[src/rtl/core/rgbpk_pkg.sv]
// Shared types, constants and pixel encoding for the RGB planar masked packer.
package rgbpk_pkg;

    localparam int unsigned MAX_ROW_WIDTH = 4096;
    localparam int unsigned ROW_WIDTH_W   = 13;
    localparam int unsigned PADDR_W       = 4;
    localparam int unsigned PDATA_W       = 32;
    localparam int unsigned BURST_MAX     = 4;
    localparam int unsigned PAIR_MIN_WIDTH = 16;

    localparam logic [1:0] REG_TWO_BITS    = 2'd0;
    localparam logic [1:0] REG_TRANSPARENT = 2'd1;
    localparam logic [1:0] REG_ROW_WIDTH   = 2'd2;

    localparam logic [23:0] COLOR_BLACK   = 24'h000000;
    localparam logic [23:0] COLOR_MAGENTA = 24'hFF00FF;
    localparam logic [23:0] COLOR_BLUE    = 24'h0000FF;
    localparam logic [23:0] COLOR_GREEN   = 24'h00FF00;

    localparam logic [ROW_WIDTH_W-1:0] ROW_WIDTH_MAX = ROW_WIDTH_W'(MAX_ROW_WIDTH);
    localparam logic [ROW_WIDTH_W-1:0] ROW_WIDTH_RST = ROW_WIDTH_W'(16);
    localparam logic [ROW_WIDTH_W-1:0] ROW_WIDTH_PAIR = ROW_WIDTH_W'(PAIR_MIN_WIDTH);

    typedef struct packed {
        logic                   two_bits;
        logic                   transparent;
        logic [ROW_WIDTH_W-1:0] row_width;
    } cfg_t;

    // Pixel code for the selected depth.
    function automatic logic [1:0] pixel_code(input logic [23:0] color, input logic two_bits);
        logic [1:0] code;
        if (two_bits) begin
            if (color == COLOR_BLACK) begin
                code = 2'd0;
            end else if (color == COLOR_BLUE) begin
                code = 2'd1;
            end else if (color == COLOR_GREEN) begin
                code = 2'd2;
            end else begin
                code = 2'd3;
            end
        end else begin
            code = (color != COLOR_BLACK) ? 2'd1 : 2'd0;
        end
        return code;
    endfunction

endpackage

[src/rtl/core/rgbpk_cfg.sv]
// APB-style configuration registers for the packer.
module rgbpk_cfg (
    input  logic                             clk,
    input  logic                             rst_n,
    input  logic                             psel,
    input  logic                             penable,
    input  logic                             pwrite,
    input  logic [rgbpk_pkg::PADDR_W-1:0]    paddr,
    input  logic [rgbpk_pkg::PDATA_W-1:0]    pwdata,
    output logic [rgbpk_pkg::PDATA_W-1:0]    prdata,
    output logic                             pready,
    output rgbpk_pkg::cfg_t                  cfg
);
    import rgbpk_pkg::*;

    cfg_t                   cfg_reg;
    cfg_t                   cfg_next;
    logic                   wr_en;
    logic [1:0]             reg_index;
    logic [ROW_WIDTH_W-1:0] width_in;

    assign pready    = 1'b1;
    assign wr_en     = psel && penable && pwrite;
    assign reg_index = paddr[3:2];
    assign width_in  = pwdata[ROW_WIDTH_W-1:0];

    always_comb
    begin
        cfg_next = cfg_reg;
        if (wr_en) begin
            case (reg_index)
                REG_TWO_BITS:    cfg_next.two_bits = pwdata[0];
                REG_TRANSPARENT: cfg_next.transparent = pwdata[0];
                REG_ROW_WIDTH:
                begin
                    // clamp oversize widths on write
                    cfg_next.row_width = (width_in > ROW_WIDTH_MAX) ? ROW_WIDTH_MAX : width_in;
                end
                default:         cfg_next = cfg_reg;
            endcase
        end
    end

    always_ff @(posedge clk or negedge rst_n)
    begin
        if (!rst_n) begin
            cfg_reg.two_bits    <= 1'b1;
            cfg_reg.transparent <= 1'b0;
            cfg_reg.row_width   <= ROW_WIDTH_RST;
        end else begin
            cfg_reg <= cfg_next;
        end
    end

    always_comb
    begin
        case (reg_index)
            REG_TWO_BITS:    prdata = PDATA_W'(cfg_reg.two_bits);
            REG_TRANSPARENT: prdata = PDATA_W'(cfg_reg.transparent);
            REG_ROW_WIDTH:   prdata = PDATA_W'(cfg_reg.row_width);
            default:         prdata = '0;
        endcase
    end

    assign cfg = cfg_reg;

endmodule

[src/rtl/core/rgb_to_planar_masked_packer_unit.sv]
// Top level of the RGB to planar masked packer.
// The first byte of an item's burst is offered in the cycle after the item is accepted.
// Throughput: one pixel per cycle while out_ready is high and each item yields at most one
// byte; an item that completes a mask/data burst of 2 or 4 bytes holds the input until
// its last byte is taken, as the single burst output register drains one byte a cycle.
// Reset: registers return to 2 bpp, opaque, row width 16; accumulators and held pair clear.
module rgb_to_planar_masked_packer_unit (
    input  logic                             clk,
    input  logic                             rst_n,
    input  logic                             psel,
    input  logic                             penable,
    input  logic                             pwrite,
    input  logic [rgbpk_pkg::PADDR_W-1:0]    paddr,
    input  logic [rgbpk_pkg::PDATA_W-1:0]    pwdata,
    output logic [rgbpk_pkg::PDATA_W-1:0]    prdata,
    output logic                             pready,
    input  logic                             in_valid,
    output logic                             in_ready,
    input  logic [23:0]                      pixel_color,
    input  logic                             row_end,
    output logic                             out_valid,
    input  logic                             out_ready,
    output logic [7:0]                       out_byte,
    output logic                             row_last,
    output logic                             run_last
);
    import rgbpk_pkg::*;

    cfg_t cfg;

    logic [7:0] data_accum_reg, data_accum_next;
    logic [7:0] mask_accum_reg, mask_accum_next;
    logic [2:0] pixel_slot_reg, pixel_slot_next;
    logic [7:0] held_data_reg, held_data_next;
    logic [7:0] held_mask_reg, held_mask_next;
    logic       held_valid_reg, held_valid_next;

    logic [7:0] burst_byte_reg [BURST_MAX];
    logic [7:0] burst_byte_next [BURST_MAX];
    logic [2:0] burst_count_reg, burst_count_next;
    logic [1:0] burst_idx_reg, burst_idx_next;
    logic       burst_row_end_reg, burst_row_end_next;

    logic       accept;
    logic       last_byte;
    logic       clear_px;
    logic [1:0] code;
    logic [2:0] shift;
    logic [1:0] ones;
    logic [2:0] last_slot;
    logic       done;
    logic [7:0] data_new;
    logic [7:0] mask_new;

    rgbpk_cfg u_cfg (
        .clk     (clk),
        .rst_n   (rst_n),
        .psel    (psel),
        .penable (penable),
        .pwrite  (pwrite),
        .paddr   (paddr),
        .pwdata  (pwdata),
        .prdata  (prdata),
        .pready  (pready),
        .cfg     (cfg)
    );

    assign out_valid = (burst_count_reg != 3'd0);
    assign last_byte = ({1'b0, burst_idx_reg} + 3'd1) == burst_count_reg;
    assign in_ready  = !out_valid || (out_ready && last_byte);
    assign accept    = in_valid && in_ready;

    assign out_byte = burst_byte_reg[burst_idx_reg];
    assign run_last = last_byte;
    assign row_last = last_byte && burst_row_end_reg;

    always_comb
    begin
        clear_px = cfg.transparent && (pixel_color == COLOR_MAGENTA);
        code     = pixel_code(pixel_color, cfg.two_bits);
        if (cfg.two_bits)
        begin
            shift     = {pixel_slot_reg[1:0], 1'b0};
            ones      = 2'd3;
            last_slot = 3'd3;
        end
        else
        begin
            shift     = pixel_slot_reg;
            ones      = 2'd1;
            last_slot = 3'd7;
        end
        if (clear_px)
        begin
            data_new = data_accum_reg;
            mask_new = mask_accum_reg;
        end
        else
        begin
            data_new = data_accum_reg | ({6'd0, code} << shift);
            mask_new = mask_accum_reg | ({6'd0, ones} << shift);
        end
        done = !((pixel_slot_reg < last_slot) && !row_end);
    end

    always_comb
    begin
        data_accum_next    = data_accum_reg;
        mask_accum_next    = mask_accum_reg;
        pixel_slot_next    = pixel_slot_reg;
        held_data_next     = held_data_reg;
        held_mask_next     = held_mask_reg;
        held_valid_next    = held_valid_reg;
        burst_byte_next    = burst_byte_reg;
        burst_count_next   = burst_count_reg;
        burst_idx_next     = burst_idx_reg;
        burst_row_end_next = burst_row_end_reg;

        // advance the burst on each taken byte
        if (out_valid && out_ready)
        begin
            if (last_byte)
            begin
                burst_count_next = 3'd0;
                burst_idx_next   = 2'd0;
            end
            else
            begin
                burst_idx_next = burst_idx_reg + 2'd1;
            end
        end

        if (accept)
        begin
            if (!done)
            begin
                data_accum_next = data_new;
                mask_accum_next = mask_new;
                pixel_slot_next = pixel_slot_reg + 3'd1;
            end
            else
            begin
                data_accum_next    = 8'd0;
                mask_accum_next    = 8'd0;
                pixel_slot_next    = 3'd0;
                burst_row_end_next = row_end;
                burst_idx_next     = 2'd0;
                if (held_valid_reg)
                begin
                    // emit the pair: both masks, then both data bytes
                    burst_byte_next[0] = held_mask_reg;
                    burst_byte_next[1] = mask_new;
                    burst_byte_next[2] = held_data_reg;
                    burst_byte_next[3] = data_new;
                    burst_count_next   = 3'd4;
                    held_valid_next    = 1'b0;
                    held_data_next     = 8'd0;
                    held_mask_next     = 8'd0;
                end
                else if (!cfg.transparent)
                begin
                    burst_byte_next[0] = data_new;
                    burst_count_next   = 3'd1;
                end
                else if ((cfg.row_width >= ROW_WIDTH_PAIR) && !row_end)
                begin
                    // hold the first group of a pair
                    held_data_next  = data_new;
                    held_mask_next  = mask_new;
                    held_valid_next = 1'b1;
                end
                else
                begin
                    burst_byte_next[0] = mask_new;
                    burst_byte_next[1] = data_new;
                    burst_count_next   = 3'd2;
                end
            end
        end
    end

    always_ff @(posedge clk or negedge rst_n)
    begin
        if (!rst_n)
        begin
            data_accum_reg  <= 8'd0;
            mask_accum_reg  <= 8'd0;
            pixel_slot_reg  <= 3'd0;
            held_data_reg   <= 8'd0;
            held_mask_reg   <= 8'd0;
            held_valid_reg  <= 1'b0;
            burst_count_reg <= 3'd0;
            burst_idx_reg   <= 2'd0;
        end
        else
        begin
            data_accum_reg  <= data_accum_next;
            mask_accum_reg  <= mask_accum_next;
            pixel_slot_reg  <= pixel_slot_next;
            held_data_reg   <= held_data_next;
            held_mask_reg   <= held_mask_next;
            held_valid_reg  <= held_valid_next;
            burst_count_reg <= burst_count_next;
            burst_idx_reg   <= burst_idx_next;
        end
    end

    always_ff @(posedge clk)
    begin
        burst_byte_reg    <= burst_byte_next;
        burst_row_end_reg <= burst_row_end_next;
    end

endmodule
[config.mk]
export PLATFORM = sky130hd
export DESIGN_NAME = rgb_to_planar_masked_packer_unit
export DESIGN_NICKNAME = d
export VERILOG_FILES = /design/src/rtl/core/rgbpk_pkg.sv /design/src/rtl/core/rgbpk_cfg.sv /design/src/rtl/core/rgb_to_planar_masked_packer_unit.sv
export SDC_FILE = /design/constraint.sdc
export NUM_CORES = 1
export LEC_CHECK = 0
export BUFFER_PORTS_ARGS = -buffer_cell sky130_fd_sc_hd__buf_4
export CAP_MARGIN = 5
export CORE_AREA = 5 5 107 109
export CTS_BUF_LIST = sky130_fd_sc_hd__clkbuf_8
export CTS_CLUSTER_DIAMETER = 60
export DETAILED_ROUTE_END_ITERATION = 10
export DIE_AREA = 0 0 112 114
export GPL_ROUTABILITY_DRIVEN = 1
export PLACE_DENSITY_LB_ADDON = 0.15
export SLEW_MARGIN = 30
export SYNTH_ARGS = -nofsm -noshare
export SYNTH_HDL_FRONTEND = slang
export SYNTH_HIERARCHICAL = 1
export SYNTH_SLANG_ARGS = --single-unit
[constraint.sdc]
create_clock -name clk -period 6.3 [get_ports clk]
set_input_delay 0.945 -clock clk [delete_from_list [all_inputs] [get_ports clk]]
set_output_delay 0.945 -clock clk [all_outputs]
set_load 0.05 [all_outputs]
==> flow_summary_export.csv <==
group,metric,value,unit
min_path,hp-class,"flop to flop",
clock_tree,cts_setup_buffers,0,
timing,worstMarginPinSlew,973,ps
floorplan,die_h,114,um
synth,synth_area_leaders,"dfrtp_1 (30%), edfxtp_1 (22%), mux4_2 (4.0%)",
clock_tree,clk_pin_slew_worst_paths,90,ps
critical_path,arrival,3730,ps
routing,drt-total-wl,10500,um
critical_path,cp_slowest_cell,"and3_1",
grt,grt_pass1_wl,17200,um
clock_tree,worstSkewPairLatency,360,ps
synth,synth_cells,417,
clock_tree,cts-root-buf,"clkbuf_8",
layout,drive_above_1_share,23.7,%
outcome,status,"finished, final reports clean",
critical_path,reg2reg_slack,2560,ps
timing,fin_skew,11.4,ps
critical_path,cp_max_fo,17,
min_path,min_path_cells,0,
synth,yosys-top-cells-count,"dfrtp_1 (54), nand2_1 (35), edfxtp_1 (33)",
critical_path,crit_required,6280,ps
critical_path,r2r_end,"burst_byte_reg[5]",
place,io_buffers,71,
place,dp_hpwl,7550,um
critical_path,critPathCaptureType,"flop",
synth,ys_warn_count,6,
clock_tree,cts_tree,"built",
clock_tree,numClockSinks,89,
synth,yosysMostFrequentCell,"dfrtp_1",
floorplan,die_w,112,um
critical_path,cpPeakStageDelay,840,ps
power_and_ir_drop,finalPower,2.14,mW
grt,grt_max_degree,57,
layout,final_nets,548,
timing,report.final.slew_viol_count,0,
grt,antenna_found_initial,0,
synth,seq_area_frac_synth,52.6,%
timing,hold_viol_final,0,
critical_path,r2r_cells,5,
routing,vias_per_cell,5.44,
clock_tree,ctsHoldBuffers,0,
synth,synth_seq_cells,89,
critical_path,critPathKind,"flop to flop",
layout,diodes,0,
layout,syn_to_final_growth,15.3,%
critical_path,reg2reg_from,"burst_idx_reg[0]",
routing,drtIter0Drc,174,
synth,synth_area_leader_cell,"dfrtp_1",
synth,async_flop_share,62.9,%
routing,wire_per_inst,16.9,um
power_and_ir_drop,p_leak,2.25,nW
floorplan,coreArea,10500,um^2
routing,vias,3384,
timing,rsz0062_at_grt,"false",
power_and_ir_drop,vdd_drop_max,149,uV
floorplan,io_pins,113,
synth,synth_ff_type,"dfrtp_1",
critical_path,cp_cell_sequence,"ha_1 > xor2_1 > o41ai_4 > and2_0 > and3_1",
timing,tns,0,ps
synth,syn_area,4550,um^2
routing,drcViolationCount,0,
timing,setup_viol,0,
run,maxCapViolCount,0,
timing,period_share,59.4,%
clock_tree,numCtsBuffers,9,
floorplan,row_count,38,
synth,yosysUniqueCellTypes,59,
place,place_congestion,0.812,
floorplan,start_util,43.3,%
critical_path,cp-startpoint,"burst_idx_reg[0]",
power_and_ir_drop,power.density,407,nW/um^2
routing,antenna_left,0,
clock_tree,ctsHtreeMaxLevel,3,
synth,synth.top_cell.area_share,29.7,%
critical_path,cp-start-kind,"flop",
timing,fmax,267,MHz
synth,synth_edf_count,33,
grt,grtUsageTotal,17.0,%
layout,fillers,966,
layout,largest_register_ffs,32,
clock_tree,clk_path_buf_depth,2,
routing,firstDrtPassIters,4,
timing,min_period,3740,ps
critical_path,critPathCapture,"burst_byte_reg[5]",
grt,first_global_vias,3413,
grt,grt.overflow.total,0,
clock_tree,cts.repair.resized,0,
floorplan,die-area,12800,um^2
timing,maxSlewHeadroom,34.9,%
synth,synth.avg_cell_area,10.9,um^2
## worst min-delay path by stage
stage	to	slack, ps	start
detailed placement	burst_byte_reg[10]	430	held_data_reg[2]
CTS	burst_byte_reg[13]	450	held_data_reg[5]
floorplan	burst_byte_reg[10]	420	held_data_reg[2]
global route	burst_byte_reg[13]	470	held_data_reg[5]
global placement	burst_byte_reg[9]	430	held_data_reg[1]
finish	burst_byte_reg[13]	450	held_data_reg[5]
## layout by cell type, fill, tap and decap left out, types with 6 or more instances in the layout
master	n
buf_4	73
dfrtp_1	54
nor3_1	6
mux2i_1	10
nand2_1	35
o21ai_0	20
conb_1	20
a211oi_1	8
a31oi_1	11
a21oi_1	19
nor2_1	20
inv_1	25
and2_1	13
o21ai_1	11
a22oi_1	8
mux4_2	8
a221oi_1	8
nand3_1	15
clkbuf_8	9
edfxtp_1	33
## worst max-delay path: cells and delay by family (launching register included)
family	cells	cell delay, ps
and+or+nand+nor	2	1520
DFF	1	800
AOI/OAI and AO/OA	1	470
adders and majority gates	1	370
xor gates and xnor gates	1	200
## per-layer routing
layer | track usage (%) | up-vias | part of all wire (%) | routed length (um)
li1 | - | 1625 | - | -
met1 | 22.1 | 1626 | 43 | 4500
met2 | 26.8 | 113 | 48 | 5010
met3 | 4.72 | 20 | 6.4 | 673
met4 | 7.37 | 0 | 2.9 | 308
met5 | 0 | - | 0 | 0
## kinds of logic (layout without fill, tap and decap cells)
logic type                 after synthesis  in the layout  share of synthesized area [%]
and+or+nand+nor                        120            120                           14.2
AOI/OAI and AO/OA                      114            114                           17.4
DFF                                     89             89                           52.6
buffers and inverters                   66            113                           7.56
muxes                                   20             20                           6.65
adders and majority gates                3              3                          0.825
xor gates and xnor gates                 3              3                          0.577
other                                    2             20                          0.165
## power by group
part / switching [mW] / internal [mW]
Combinational: 0.614 / 0.319
Clock: 0.198 / 0.139
Sequential: 0.105 / 0.763
## area by class of cell
class | count | area, um^2 | share of cell area (%)
repair buffers | 73 | 548 | 10.4
clock buffers | 9 | 124 | 2.36
clock inverters | 7 | 36.3 | 0.691
multi-input cells | 280 | 1880 | 35.8
inverters | 24 | 90.1 | 1.72
flip-flops and latches | 89 | 2390 | 45.6
well taps | 140 | 175 | 3.34
## metrics by stage
step | std cells | utilization, % | area, um^2 | setup WS, ps | hold WS, ps
2_1_floorplan | 435 | - | 4620 | 2590 | 425
3_3_place_gp | 606 | 48.4 | 5090 | 2600 | 430
3_5_place_dp | 606 | 48.4 | 5090 | 2490 | 434
4_1_cts | 622 | 50.0 | 5250 | 2470 | 453
5_1_grt | 622 | 50.0 | 5250 | 2280 | 472
6_report | 622 | 50.0 | 5250 | 2560 | 451
Power figures use the tool's default switching activity.
